$ cat config.mk
export PLATFORM = sky130hd
export DESIGN_NAME = coalescing_sweep_scheduler_flat
export DESIGN_NICKNAME = d
export VERILOG_FILES = /design/src/rtl/cssch_pkg.sv /design/src/rtl/cssch_in_if.sv /design/src/rtl/cssch_out_if.sv /design/src/rtl/coalescing_sweep_scheduler.sv /design/src/flat_wrapper.sv
export SDC_FILE = /design/constraint.sdc
export NUM_CORES = 1
export LEC_CHECK = 0
export ABC_CLOCK_PERIOD_IN_PS = 11990
export BUFFER_PORTS_ARGS = -buffer_cell sky130_fd_sc_hd__clkbuf_2
export CAP_MARGIN = 15
export CORE_ASPECT_RATIO = 1.2
export CORE_MARGIN = 5
export CORE_UTILIZATION = 58
export CTS_CLUSTER_SIZE = 12
export DETAILED_ROUTE_END_ITERATION = 6
export PLACE_DENSITY = 0.91
export SKIP_LAST_GASP = 1
export SYNTH_ARGS = -nofsm -noshare
export SYNTH_HDL_FRONTEND = slang
export SYNTH_SLANG_ARGS = --single-unit
$ cat constraint.sdc
create_clock -name clk -period 11.99 [get_ports clk]
set_clock_uncertainty 0.2 [all_clocks]
set_input_delay 1.199 -clock clk [delete_from_list [all_inputs] [get_ports clk]]
set_output_delay 1.199 -clock clk [all_outputs]
set_load 0.01 [all_outputs]
$ cat src/rtl/cssch_pkg.sv
// Shared types and constants of the coalescing sweep scheduler.
`default_nettype none
package cssch_pkg;

	localparam int unsigned COUNT_W  = 32;
	localparam int unsigned TIME_W   = 32;
	localparam int unsigned DELAY_W  = 32;
	localparam int unsigned OPCODE_W = 3;
	localparam int unsigned STATUS_W = 3;
	localparam int unsigned PADDR_W  = 3;
	localparam int unsigned PDATA_W  = 32;

	localparam logic [DELAY_W-1:0] MIN_GAP_RESET = DELAY_W'(1000);
	localparam logic [DELAY_W-1:0] MAX_GAP_RESET = DELAY_W'(10000);

	typedef enum logic [1:0] {
		ST_DISABLED = 2'd0,
		ST_IDLE     = 2'd1,
		ST_QUEUED   = 2'd2,
		ST_RUNNING  = 2'd3
	} sched_state_t;

	typedef enum logic [OPCODE_W-1:0] {
		OP_REQUEST  = 3'd0,
		OP_START    = 3'd1,
		OP_FINISH   = 3'd2,
		OP_SET_DIS  = 3'd3,
		OP_STOP     = 3'd4,
		OP_SHUTDOWN = 3'd5
	} opcode_t;

	typedef enum logic [STATUS_W-1:0] {
		STS_OK         = 3'd0,
		STS_DISABLED   = 3'd1,
		STS_START_REF  = 3'd2,
		STS_BUSY       = 3'd3,
		STS_UNEXP_FIN  = 3'd4
	} status_t;

	typedef enum logic {
		REG_MIN_GAP = 1'b0,
		REG_MAX_GAP = 1'b1
	} reg_index_t;

	typedef struct packed {
		logic [OPCODE_W-1:0] opcode;
		logic                disable_value;
		logic [TIME_W-1:0]   now;
	} in_item_t;

	typedef struct packed {
		logic [STATUS_W-1:0] status;
		logic                schedule_valid;
		logic [DELAY_W-1:0]  schedule_delay;
		logic [COUNT_W-1:0]  serviced_total;
		logic [COUNT_W-1:0]  event_count;
		logic [1:0]          machine_state;
	} out_item_t;

endpackage
`default_nettype wire

$ cat src/rtl/cssch_in_if.sv
// Event channel into the scheduler.
`default_nettype none
interface cssch_in_if;
	import cssch_pkg::*;

	logic                valid;
	logic                ready;
	logic [OPCODE_W-1:0] opcode;
	logic                disable_value;
	logic [TIME_W-1:0]   now;

	modport source (output valid, opcode, disable_value, now, input ready);
	modport sink   (input valid, opcode, disable_value, now, output ready);
endinterface
`default_nettype wire

$ cat src/rtl/cssch_out_if.sv
// Result channel out of the scheduler.
`default_nettype none
interface cssch_out_if;
	import cssch_pkg::*;

	logic                valid;
	logic                ready;
	logic [STATUS_W-1:0] status;
	logic                schedule_valid;
	logic [DELAY_W-1:0]  schedule_delay;
	logic [COUNT_W-1:0]  serviced_total;
	logic [COUNT_W-1:0]  event_count;
	logic [1:0]          machine_state;

	modport source (output valid, status, schedule_valid, schedule_delay, serviced_total,
		event_count, machine_state, input ready);
	modport sink   (input valid, status, schedule_valid, schedule_delay, serviced_total,
		event_count, machine_state, output ready);
endinterface
`default_nettype wire

$ cat src/rtl/coalescing_sweep_scheduler.sv
// Coalescing sweep scheduler: takes one event per clock while results are taken, returns
// one result per event. An event passes an input register, then the result register that
// offers it. The scheduler state, tallies and last sweep time update in the same cycle
// the event leaves the input register, so the next event already sees them. Back-pressure
// on the result side stalls the input only once both registers are full. The user must
// write the minimum delay (0x0) and target sweep spacing (0x4) over the APB port only
// while no event is in flight; the block does not enforce it.
`default_nettype none
module coalescing_sweep_scheduler (
	input  wire                         clk,
	input  wire                         arst_n,
	cssch_in_if.sink                    req,
	cssch_out_if.source                 rsp,
	input  wire                         psel,
	input  wire                         penable,
	input  wire                         pwrite,
	input  wire [cssch_pkg::PADDR_W-1:0] paddr,
	input  wire [cssch_pkg::PDATA_W-1:0] pwdata,
	output logic [cssch_pkg::PDATA_W-1:0] prdata,
	output logic                        pready
);
	import cssch_pkg::*;

	logic [DELAY_W-1:0] min_gap_q, max_gap_q;
	logic               cfg_wr;
	reg_index_t         cfg_idx;

	in_item_t     item_s1;
	logic         valid_s1;
	out_item_t    res_s2;
	logic         valid_s2;
	logic         advance;

	sched_state_t state_q, state_d;
	logic         dis_q, dis_d;
	logic         shut_q, shut_d;
	logic [COUNT_W-1:0] pend_q, pend_d;
	logic [COUNT_W-1:0] serv_q, serv_d;
	logic [TIME_W-1:0]  last_q, last_d;
	out_item_t    res_d;

	logic [TIME_W-1:0]  next_t, diff_t;
	logic               after_t;
	logic [DELAY_W-1:0] sched_dly;

	// Configuration port
	assign pready  = 1'b1;
	assign cfg_idx = reg_index_t'(paddr[2]);
	assign cfg_wr  = psel && penable && pwrite;
	assign prdata  = (cfg_idx == REG_MAX_GAP) ? max_gap_q : min_gap_q;

	always_ff @(posedge clk or negedge arst_n) begin
		if (!arst_n) begin
			min_gap_q <= MIN_GAP_RESET;
			max_gap_q <= MAX_GAP_RESET;
		end else if (cfg_wr) begin
			case (cfg_idx)
				REG_MIN_GAP: min_gap_q <= pwdata;
				REG_MAX_GAP: max_gap_q <= pwdata;
				default: ;
			endcase
		end
	end

	// Handshake
	assign advance   = !valid_s2 || rsp.ready;
	assign req.ready = !valid_s1 || advance;

	always_ff @(posedge clk or negedge arst_n) begin
		if (!arst_n) begin
			valid_s1 <= 1'b0;
			valid_s2 <= 1'b0;
		end else begin
			if (req.ready)
				valid_s1 <= req.valid;
			if (advance)
				valid_s2 <= valid_s1;
		end
	end

	always_ff @(posedge clk) begin
		if (req.valid && req.ready) begin
			item_s1.opcode        <= req.opcode;
			item_s1.disable_value <= req.disable_value;
			item_s1.now           <= req.now;
		end
		if (advance && valid_s1)
			res_s2 <= res_d;
	end

	// Delay for a newly queued sweep; signed-wrap test of next against now
	always_comb begin
		next_t  = last_q + TIME_W'(max_gap_q);
		diff_t  = next_t - item_s1.now;
		after_t = (diff_t != '0) && !diff_t[TIME_W-1];
		if (after_t && !shut_q)
			sched_dly = (DELAY_W'(diff_t) < min_gap_q) ? min_gap_q : DELAY_W'(diff_t);
		else
			sched_dly = min_gap_q;
	end

	// Event decode
	always_comb begin
		state_d = state_q;
		dis_d   = dis_q;
		shut_d  = shut_q;
		pend_d  = pend_q;
		serv_d  = serv_q;
		last_d  = last_q;
		res_d   = '0;
		res_d.status = STS_OK;

		case (opcode_t'(item_s1.opcode))
			OP_REQUEST: begin
				pend_d = pend_q + COUNT_W'(1);
				if (state_q == ST_DISABLED) begin
					res_d.status = STS_DISABLED;
				end else if (state_q == ST_IDLE && pend_q == serv_q) begin
					state_d              = ST_QUEUED;
					res_d.schedule_valid = 1'b1;
					res_d.schedule_delay = sched_dly;
				end
			end
			OP_START: begin
				if (state_q == ST_QUEUED) begin
					state_d              = ST_RUNNING;
					serv_d               = pend_q;
					last_d               = item_s1.now;
					res_d.event_count    = pend_q - serv_q;
					res_d.serviced_total = pend_q;
				end else begin
					res_d.status = STS_START_REF;
				end
			end
			OP_FINISH: begin
				if (state_q == ST_RUNNING) begin
					if (dis_q) begin
						state_d = ST_DISABLED;
					end else if (pend_q == serv_q) begin
						state_d = ST_IDLE;
					end else begin
						state_d              = ST_QUEUED;
						res_d.schedule_valid = 1'b1;
						res_d.schedule_delay = sched_dly;
					end
				end else begin
					res_d.status = STS_UNEXP_FIN;
				end
			end
			OP_SET_DIS: begin
				case (state_q)
					ST_DISABLED: begin
						dis_d = item_s1.disable_value;
						if (!item_s1.disable_value) begin
							state_d = ST_IDLE;
							if (pend_q != serv_q) begin
								state_d              = ST_QUEUED;
								res_d.schedule_valid = 1'b1;
								res_d.schedule_delay = sched_dly;
							end
						end
					end
					ST_IDLE: begin
						dis_d = item_s1.disable_value;
						if (item_s1.disable_value)
							state_d = ST_DISABLED;
					end
					default: res_d.status = STS_BUSY;
				endcase
			end
			OP_STOP: begin
				dis_d = 1'b1;
				if (state_q == ST_IDLE)
					state_d = ST_DISABLED;
			end
			OP_SHUTDOWN: shut_d = 1'b1;
			default: ;
		endcase
		res_d.machine_state = state_d;
	end

	always_ff @(posedge clk or negedge arst_n) begin
		if (!arst_n) begin
			state_q <= ST_IDLE;
			dis_q   <= 1'b0;
			shut_q  <= 1'b0;
			pend_q  <= '0;
			serv_q  <= '0;
			last_q  <= '0;
		end else if (advance && valid_s1) begin
			state_q <= state_d;
			dis_q   <= dis_d;
			shut_q  <= shut_d;
			pend_q  <= pend_d;
			serv_q  <= serv_d;
			last_q  <= last_d;
		end
	end

	assign rsp.valid          = valid_s2;
	assign rsp.status         = res_s2.status;
	assign rsp.schedule_valid = res_s2.schedule_valid;
	assign rsp.schedule_delay = res_s2.schedule_delay;
	assign rsp.serviced_total = res_s2.serviced_total;
	assign rsp.event_count    = res_s2.event_count;
	assign rsp.machine_state  = res_s2.machine_state;

	// A scheduled sweep always leaves the machine queued
	a_sched_queued: assert property (@(posedge clk) disable iff (!arst_n)
		valid_s2 && res_s2.schedule_valid |-> res_s2.machine_state == ST_QUEUED)
		else $error("scheduled sweep without queued state");

	// Delay never falls below the configured minimum
	a_delay_min: assert property (@(posedge clk) disable iff (!arst_n)
		valid_s2 && res_s2.schedule_valid |-> res_s2.schedule_delay >= min_gap_q)
		else $error("schedule delay below the configured minimum");

	// Busy refusal only happens with a sweep queued or running
	a_busy_state: assert property (@(posedge clk) disable iff (!arst_n)
		valid_s2 && res_s2.status == STS_BUSY |->
		res_s2.machine_state == ST_QUEUED || res_s2.machine_state == ST_RUNNING)
		else $error("busy status outside queued or running");

	// A successful start drains the pending tally
	a_start_drain: assert property (@(posedge clk) disable iff (!arst_n)
		advance && valid_s1 && item_s1.opcode == OP_START && state_q == ST_QUEUED
		|=> serv_q == $past(pend_q))
		else $error("sweep start did not take all pending requests");

	// An empty result register never blocks the input
	a_no_stall: assert property (@(posedge clk) disable iff (!arst_n)
		!valid_s2 |-> req.ready)
		else $error("input stalled with empty result register");

endmodule
`default_nettype wire
$ cat src/flat_wrapper.sv
// flat-port wrapper written by rule: the top's interface ports become plain ports
module coalescing_sweep_scheduler_flat import cssch_pkg::*;
  (clk, arst_n, psel, penable, pwrite, paddr, pwdata, prdata, pready, req_valid, req_opcode, req_disable_value, req_now, req_ready, rsp_valid, rsp_status, rsp_schedule_valid, rsp_schedule_delay, rsp_serviced_total, rsp_event_count, rsp_machine_state, rsp_ready);
  cssch_in_if req_i ();
  cssch_out_if rsp_i ();
  input  wire clk;
  input  wire arst_n;
  input  wire psel;
  input  wire penable;
  input  wire pwrite;
  input  wire [cssch_pkg::PADDR_W-1:0] paddr;
  input  wire [cssch_pkg::PDATA_W-1:0] pwdata;
  output logic [cssch_pkg::PDATA_W-1:0] prdata;
  output logic pready;
  input wire logic [$bits(req_i.valid)-1:0] req_valid;
  input wire logic [$bits(req_i.opcode)-1:0] req_opcode;
  input wire logic [$bits(req_i.disable_value)-1:0] req_disable_value;
  input wire logic [$bits(req_i.now)-1:0] req_now;
  output wire logic [$bits(req_i.ready)-1:0] req_ready;
  output wire logic [$bits(rsp_i.valid)-1:0] rsp_valid;
  output wire logic [$bits(rsp_i.status)-1:0] rsp_status;
  output wire logic [$bits(rsp_i.schedule_valid)-1:0] rsp_schedule_valid;
  output wire logic [$bits(rsp_i.schedule_delay)-1:0] rsp_schedule_delay;
  output wire logic [$bits(rsp_i.serviced_total)-1:0] rsp_serviced_total;
  output wire logic [$bits(rsp_i.event_count)-1:0] rsp_event_count;
  output wire logic [$bits(rsp_i.machine_state)-1:0] rsp_machine_state;
  input wire logic [$bits(rsp_i.ready)-1:0] rsp_ready;
  assign req_i.valid = req_valid;
  assign req_i.opcode = req_opcode;
  assign req_i.disable_value = req_disable_value;
  assign req_i.now = req_now;
  assign req_ready = req_i.ready;
  assign rsp_valid = rsp_i.valid;
  assign rsp_status = rsp_i.status;
  assign rsp_schedule_valid = rsp_i.schedule_valid;
  assign rsp_schedule_delay = rsp_i.schedule_delay;
  assign rsp_serviced_total = rsp_i.serviced_total;
  assign rsp_event_count = rsp_i.event_count;
  assign rsp_machine_state = rsp_i.machine_state;
  assign rsp_i.ready = rsp_ready;
  coalescing_sweep_scheduler u_core (.clk(clk), .arst_n(arst_n), .req(req_i), .rsp(rsp_i), .psel(psel), .penable(penable), .pwrite(pwrite), .paddr(paddr), .pwdata(pwdata), .prdata(prdata), .pready(pready));
endmodule
# Word-level counts from Yosys, hierarchy flattened
# Cells that the tools add are included.
# totals
out_inout_bits	137
in_bits	78
elab_cells	92
reg_bits	304
# classes
n_reduce_logical	25
n_lt_le_gt_ge	1
mux	31
n_bitwise	1
add_sub_neg	4
n_eq_ne	11
# op_table
operator	n
$mux W33	8
$pmux W33 S3	1
$mux W32	3
$sub A32 B32 Y32	2
$add A32 B1 Y32 const B	1
$add A32 B32 Y32	1
$eq A32 B32 Y1	1
$lt A32 B32 Y1	1
$ne A32 B32 Y1	1
$reduce_bool A32 Y1	1
$mux W2	12
$pmux W3 S4	1
$pmux W2 S5	1
$reduce_and A2 Y1	5
$logic_and A1 B1 Y1	7
$eq A3 B2 Y1 const B	2
$eq A3 B3 Y1 const B	2
$reduce_and A3 Y1	2
$eq A2 B2 Y1 const B	2
$logic_not A1 Y1	4
$pmux W2 S2	1
$eq A3 B1 Y1 const B	1
$logic_not A3 Y1	1
$mux W3	1
9 further kinds	11

# Depth between registers and ports, before layout
# Gate-level depths: netlist of the first run.
# logic_depth
depth_word	10
depth_mapped	24
mapped_depth_nobuf	22

# Worst setup path after synthesis of the first run
# No wires, ideal clock.
# synth_timing
path_kind	input -> register
from	in rsp_ready
to	reg u_core.pend_q[29]
setup_ps	123
path_slack_ps	6925
path_buffers	1
t_required_ps	11667
arrival_ps	4742
stages	11
cell_sequence	nand2b_1 > and2_1 > buf_2 > nor4b_2 > and3_1 > nor2b_1 > nand4_1 > or3_1 > nor2_1 > nand3_1 > xnor2_1
# synth_between
elab_chain_cells	3
# synth_rtl
element	line	rtl
start, declared	flat_wrapper.sv:27	input wire logic [$bits(rsp_i.ready)-1:0] rsp_ready;
$logic_or A1 B1 Y1	coalescing_sweep_scheduler.sv:66	assign advance = !valid_s2 || rsp.ready;
$logic_and A1 B1 Y1	coalescing_sweep_scheduler.sv:190	end else if (advance && valid_s1) begin
$reduce_and A2 Y1 (no source line)	-	
end signal, assigned	coalescing_sweep_scheduler.sv:194	pend_q <= pend_d;
end, declared	coalescing_sweep_scheduler.sv:37	logic [COUNT_W-1:0] pend_q, pend_d;
# Every way passes these cells.
# A chain may end at the register's enable or synchronous reset.

==> metrics.txt, run 1 <==
status=finished clean; max-slew violation count=0; CTS root buf=clkbuf_16; Clk pwr share=21.1%; global-route wire length before repair=73.3 mm; DRC Markers=0; core footprint=30200 sq um; Setup Buffers After CTS=0; Worst EP arrival=6.39 ns; Critical Path RT=12.11 ns; switch share=41.3%; final setup fails=0; leakage power=9.23 nW; reg-to-reg slack, setup=5.72 ns; CP endpoint kind=flop; First-pass DRT Iterations=6; Layout Utilization=66.5%; die width=169 um; CTS tree=built; final wirelength=46.0 mm; Port Buf Inserts=211; post-synth cell types=81; Total Routing Usage GR=26.7%; initial core utilization=58.4%; fraction of layout cells with a size suffix above 1=23.2%; post-route minimum period=6.27 ns; H-Tree Depth=2; IO Pins=215; total of max-cap violations=0; CTS clock-pin slew for the worst setup and hold paths=0.06 ns; kind of critical path=reg -> reg; Die Area=34000 sq um; std cell rows=70; detailed placement HPWL=32.7 mm; Net Count, Synth=1876; ys flop type=dfrtp_1; r2r endpoint=u_core.rsp.schedule_delay[4]$_DFFE_PP_; hold depth=2; peak supply drop=0.150 mV; Synth Register Bits=304; worst-margin pin slew=1.13 ns; post-route setup TNS=0 ns; Endpoint, Worst Hold=u_core.serv_q[18]$_DFFE_PN0P_; Worst Hold Class=reg -> reg; Layout fillers=2159; vias per inst=5.96; syn avg cell area=10.6 sq um; Crit Path Max Fanout=17; clk_lat worst skew=0.51 ns; Post-synth EDFFs=138; Nets=2075; most frequent cells in the layout=219 x inv_1, 210 x clkbuf_2, 154 x dfrtp_1; CTS buffer count=34; reg2reg start=u_core.last_q[1]$_DFFE_PN0P_; fmax=0.160 GHz; register area=8310 sq um; area of the multi-input gates=8260 sq um; initial drt markers=949; Max clock buf depth=3; Wirelength per Cell=20.1 um; fin crit share=52.3%; P&R area growth vs syn=14.0%; CTS Sinks=304; hold violation count in the final report=0; register area share after synthesis=47.1%; Cell Pwr Density=235 nW/um^2; RSZ-0062 raised after global routing=no; initial antenna violation count=6; largest net degree at the start of global routing=100; hold slack=0.286 ns; post-route ant nets=0; most common cell after layout, fill and taps aside=inv_1; warnings from Yosys=0; net load switching power=1.95 mW; Seq pwr share=28.7%; vias in the first global route=14415; Comb power frac=50.1%; Worst slew margin=24.8%; vias=13661; Gates resized, CTS repair=0; Cell Area, Synth=17600 sq um; Post-Synthesis Cells=1671; global route total overflow=0; min-delay src=u_core.serv_q[18]$_DFFE_PN0P_; CTS Hold Buffers Added=0; Int Power=2.77 mW; reg2reg path depth=22; diodes inserted=0; nature of the critical path startpoint=flop; Die Span Y=201 um; RePlAce Congestion=0.957; Synth async-reset ratio=54.6%
==> layer usage <==
metal / up-vias / global-route usage (%) / routed length [um]
met5: - / 0 / 95
met4: 12 / 12.5 / 2420
met3: 188 / 5.57 / 3470
met2: 631 / 48.5 / 23900
met1: 6601 / 29.7 / 16100
li1: 6229 / - / -
==> critical path, stage by stage, from the launching register on <==
cell	delay (ns)
dfrtp_1	0.36
inv_1	0.07
fa_1	0.53
inv_1	0.07
fa_1	0.47
a211oi_2	0.40
o31ai_4	0.16
o21a_4	0.27
o31ai_4	0.37
a21o_1	0.20
xnor2_1	0.21
ha_1	0.34
a21oi_1	0.16
o21ai_0	0.09
o21ai_0	0.18
a21oi_1	0.09
o31a_1	0.27
a41oi_1	0.18
a31oi_1	0.08
nand2_1	0.57
buf_4	0.37
o21ai_1	0.11
a21oi_1	0.29
==> cell families after synthesis <==
logic type | after synthesis | share of synthesized area, %
AND/OR/NAND/NOR | 430 | 12.3
AO/OA/AOI/OAI | 329 | 12.3
flip-flops | 304 | 47.1
buffers and inverters | 278 | 6.09
adder cells (fa/ha/maj) | 127 | 10.4
multiplexers | 126 | 8.04
XOR/XNOR | 76 | 3.77
other | 1 | 0.0213
==> cells in the mapped netlist, drive strengths merged (10+ instances only) <==
cell / number / area, sq um
a211oi: 26 / 258
a21o: 24 / 180
a21oi: 83 / 415
a31oi: 11 / 83.8
and2: 39 / 244
and3: 21 / 136
buf: 15 / 86.3
clkbuf: 44 / 166
dfrtp: 154 / 3850
dfstp: 12 / 315
edfxtp: 138 / 4140
fa: 32 / 641
ha: 95 / 1190
inv: 219 / 822
mux2: 125 / 1410
nand2: 111 / 419
nand2b: 15 / 93.8
nand3: 43 / 215
nand4: 18 / 113
nor2: 93 / 349
nor2b: 10 / 62.6
nor3: 32 / 160
o211ai: 14 / 119
o21ai: 110 / 551
or3: 12 / 80.1
xnor2: 55 / 482
xor2: 21 / 184
==> layout make-up <==
type	count	area share, %
clock buffer	51	4.86
clock inverter	10	0.411
inverter	219	4.09
multi-input combinational	1089	41.1
sequential	304	41.4
tap	396	2.47
timing repair buffer	222	5.70
==> sequential cells by signal, summed over array words and instances, names as in the netlist, 32 cells and up <==
register,count
u_core.rsp.event_count,32
u_core.serv_q,32
u_core.last_q,32
u_core.rsp.schedule_delay,32
u_core.item_s1,36
u_core.max_gap_q,32
u_core.pend_q,32
u_core.min_gap_q,32
u_core.rsp.serviced_total,32
==> per-stage QoR <==
step | power (mW) | setup slack [ns] | std cells | instance area, sq um
after floorplan | 3.06 | 6.92 | 1671 | 17600
after global placement | 3.55 | 6.07 | 2230 | 19000
after detailed placement | 3.66 | 5.92 | 2230 | 19000
after CTS | 4.69 | 5.85 | 2291 | 20100
after global routing | 5.04 | 5.45 | 2291 | 20100
final | 4.72 | 5.72 | 2291 | 20100
==> power by group through the flow <==
stage | Sequential [mW] | Combinational (mW) | Clock [mW]
after global routing | 1.37 | 2.61 | 1.06
after global placement | 1.36 | 2.20 | 0
after floorplan | 1.35 | 1.71 | 0
after detailed placement | 1.37 | 2.30 | 0
after CTS | 1.35 | 2.33 | 1.01
final | 1.36 | 2.37 | 0.998
==> how the worst max path moves through the flow <==
stage / startpoint / slack (ns) / to / cells after the start
final: u_core.last_q[1]$_DFFE_PN0P_ / 5.72 / u_core.rsp.schedule_delay[4]$_DFFE_PP_ / 22
after global routing: u_core.last_q[1]$_DFFE_PN0P_ / 5.45 / u_core.rsp.schedule_delay[7]$_DFFE_PP_ / 19
after CTS: u_core.last_q[1]$_DFFE_PN0P_ / 5.85 / u_core.rsp.schedule_delay[3]$_DFFE_PP_ / 22
after detailed placement: u_core.last_q[1]$_DFFE_PN0P_ / 5.92 / u_core.rsp.schedule_delay[3]$_DFFE_PP_ / 22
after global placement: u_core.item_s1[1]$_DFFE_PP_ / 6.07 / u_core.rsp.schedule_delay[3]$_DFFE_PP_ / 21
after floorplan: rsp_ready / 6.92 / u_core.pend_q[29]$_DFFE_PN0P_ / 11
No activity file was read; power rests on OpenSTA's default activity.
==> run 2, diff against run 1 <==
--- a/config.mk
+++ b/config.mk
@@ -5,15 +5,15 @@
 export SDC_FILE = /design/constraint.sdc
 export NUM_CORES = 1
 export LEC_CHECK = 0
-export ABC_CLOCK_PERIOD_IN_PS = 11990
+export ABC_CLOCK_PERIOD_IN_PS = 5480
 export BUFFER_PORTS_ARGS = -buffer_cell sky130_fd_sc_hd__clkbuf_2
 export CAP_MARGIN = 15
 export CORE_ASPECT_RATIO = 1.2
 export CORE_MARGIN = 5
-export CORE_UTILIZATION = 58
+export CORE_UTILIZATION = 54
 export CTS_CLUSTER_SIZE = 12
 export DETAILED_ROUTE_END_ITERATION = 6
-export PLACE_DENSITY = 0.91
+export PLACE_DENSITY = 0.89
 export SKIP_LAST_GASP = 1
 export SYNTH_ARGS = -nofsm -noshare
 export SYNTH_HDL_FRONTEND = slang
==> constraint.sdc (replaced) <==
create_clock -name clk -period 5.48 [get_ports clk]
set_clock_uncertainty 0.2 [all_clocks]
set_input_delay 0.548 -clock clk [delete_from_list [all_inputs] [get_ports clk]]
set_output_delay 0.548 -clock clk [all_outputs]
set_load 0.01 [all_outputs]
==> run 2 against run 1 <==
Critical path depth decreased by 1. First-iteration DRC count rose by 16%. Die area grew 7.0%. Final cell count rose by 3.2%. Clock power increased by 140%. Design area rose by 3.8%. Global-route usage decreased by 1.2 points. Highest routed layer unchanged.
==> metrics.txt, run 2 (synthesis results as in run 1) <==
kind of critical path=reg -> reg (unchanged); register area=8310 sq um (unchanged); most common cell after layout, fill and taps aside=inv_1 (unchanged); Total Routing Usage GR=25.5% (was 26.7%); final worst slack=0.130 ns (was 5.72 ns); core footprint=32300 sq um (was 30200 sq um); Layout Utilization=64.7% (was 66.5%); CP endpoint kind=flop (unchanged); largest net degree at the start of global routing=98 (was 100); die width=175 um (was 169 um); P&R area growth vs syn=18.3% (was 14.0%); max-slew violation count=0 (unchanged); delay-heaviest family, CP=compound AO/OA/AOI/OAI gates (unchanged); WP depth=21 (was 22); IO Pins=215 (unchanged); crit path buf inv count=4 (was 3); Layout fillers=2366 (was 2159); vias in the first global route=14474 (was 14415); critical path's slowest cell=fa_1 (was nand2_1); hold depth=1 (was 2); DRC Markers=0 (unchanged); vias per inst=5.83 (was 5.96); area of the multi-input gates=8350 sq um (was 8260 sq um); worst-margin pin slew=1.12 ns (was 1.13 ns); reg2reg path depth=21 (was 22); leakage power=9.58 nW (was 9.23 nW); Critical Path RT=5.53 ns (was 12.11 ns); RSZ-0062 raised after global routing=no (unchanged); Top reg by flops=u_core.item_s1 (unchanged); First-pass DRT Iterations=5 (was 6); initial antenna violation count=3 (was 6); post-route ant nets=0 (unchanged); initial drt markers=1104 (was 949); Wirelength per Cell=20.1 um (about the same); fraction of layout cells with a size suffix above 1=25.0% (was 23.2%); fmax=0.187 GHz (was 0.160 GHz); total of max-cap violations=0 (unchanged); CTS root buf=clkbuf_16 (unchanged); Crit Path Max Fanout=13 (was 17); number of flip-flops in the largest register=36 (unchanged); pre-CTS setup slack=0.0783 ns (was 5.92 ns); peak supply drop=0.297 mV (was 0.150 mV); CTS tree=built (unchanged); fin crit share=97.6% (was 52.3%); most frequent cells in the layout=219 x inv_1, 210 x clkbuf_2, 154 x dfrtp_1 (unchanged); status=finished clean (unchanged); detailed placement HPWL=33.0 mm (was 32.7 mm); Die Area=36400 sq um (was 34000 sq um); Worst EP arrival=5.40 ns (was 6.39 ns); final wirelength=47.5 mm (was 46.0 mm); Nets=2134 (was 2075); post-route minimum period=5.35 ns (was 6.27 ns); Max clock buf depth=3 (unchanged); Worst slew margin=25.1% (was 24.8%); Port Buf Inserts=211 (unchanged); Cell Pwr Density=522 nW/um^2 (was 235 nW/um^2); CTS buffer count=35 (was 34); global route total overflow=0 (unchanged); post-route setup TNS=0 ns (unchanged); H-Tree Depth=2 (unchanged); RePlAce Congestion=0.974 (was 0.957); final setup fails=0 (unchanged); std cell rows=72 (was 70); max incr delay on CP=0.53 ns (was 0.57 ns); Worst Hold Class=in -> reg (was reg -> reg); initial core utilization=54.7% (was 58.4%); nature of the critical path startpoint=flop (unchanged); CP Cell Sequence=inv_1 > fa_1 > inv_1 > fa_2 > a211oi_4 > o31ai_4 > buf_4 > a31o_1 > a21boi_1 > xnor2_1 > ha_1 > a21o_1 > a21o_1 > a211oi_1 > o21ai_0 > a32oi_1 > a31oi_1 > and2_4 > buf_4 > nand3_1 > a21oi_1 (was inv_1 > fa_1 > inv_1 > fa_1 > a211oi_2 > o31ai_4 > o21a_4 > o31ai_4 > a21o_1 > xnor2_1 > ha_1 > a21oi_1 > o21ai_0 > o21ai_0 > a21oi_1 > o31a_1 > a41oi_1 > a31oi_1 > nand2_1 > buf_4 > o21ai_1 > a21oi_1); clk_lat worst skew=0.53 ns (was 0.51 ns); global-route wire length before repair=75.0 mm (was 73.3 mm); vias=13784 (was 13661); CTS clock-pin slew for the worst setup and hold paths=0.06 ns (about the same); hold violation count in the final report=0 (unchanged); Die Span Y=208 um (was 201 um); CTS Sinks=304 (unchanged)
-- run 2: final timing paths --
path / from / to / slack, ns
worst max register to register: u_core.last_q[1]$_DFFE_PN0P_ / u_core.rsp.schedule_delay[18]$_DFFE_PP_ / 0.13
min in group asynchronous: arst_n / u_core.min_gap_q[13]$_DFFE_PN0P_ / 0.39
worst min register to register: u_core.serv_q[18]$_DFFE_PN0P_ / u_core.serv_q[18]$_DFFE_PN0P_ / 0.30
max in group asynchronous: arst_n / u_core.serv_q[28]$_DFFE_PN0P_ / 3.70
worst min-delay path: req_now[10] / u_core.item_s1[10]$_DFFE_PP_ / 0.03
worst max-delay path: u_core.last_q[1]$_DFFE_PN0P_ / u_core.rsp.schedule_delay[18]$_DFFE_PP_ / 0.13
-- run 2: area by class of cell --
| class | count | share of cell area (%) |
|---|---|---|
| repair buffers | 280 | 8.09 |
| well taps | 407 | 2.44 |
| clock inverters | 8 | 0.522 |
| clock buffers | 56 | 5.16 |
| diodes | 1 | 0.0120 |
| multi-input cells | 1089 | 40.0 |
| inverters | 219 | 3.94 |
| flip-flops and latches | 304 | 39.8 |
-- run 2: worst reg2reg max path, delay by kind of cell, from the launching register on --
kind | cells | cell delay, ns
AOI/OAI and AO/OA | 11 | 2.25
and+or+nand+nor | 2 | 0.33
DFF | 1 | 0.35
buffers and inverters | 4 | 0.51
xor gates and xnor gates | 1 | 0.18
adders and majority gates | 3 | 1.26
-- run 2: stage by stage --
step	hold WS (ns)	cells	power, mW	instance area [sq um]
CTS	0.00645	2363	10.7	20800
floorplan	0.0524	1671	6.69	17600
global placement	0.261	2267	8.07	19300
global route	0.0105	2363	11.6	20900
finish	0.0289	2364	10.9	20900
detailed placement	0.280	2267	8.23	19300
-- run 2: timing repair --
item                                    in CTS  in global routing
setup buffers                                0                  0
hold buffers                                32                  0
endpoints found under the setup margin       0                 32
endpoints found under the hold margin       98                  0
resized for setup                            0                 24
-- run 2: where the power goes --
part           internal [mW]  switching (mW)
clock                   1.45           0.943
combinational           2.29            3.25
sequential              2.74           0.231
-- run 2: layer usage --
layer | share of wire (%) | GRT usage (%) | wire, um
met1 | 37 | 28.2 | 17400
met2 | 53 | 48.2 | 25000
met3 | 6.8 | 4.96 | 3240
met4 | 3.9 | 9.43 | 1840
met5 | 0.090 | 0 | 43
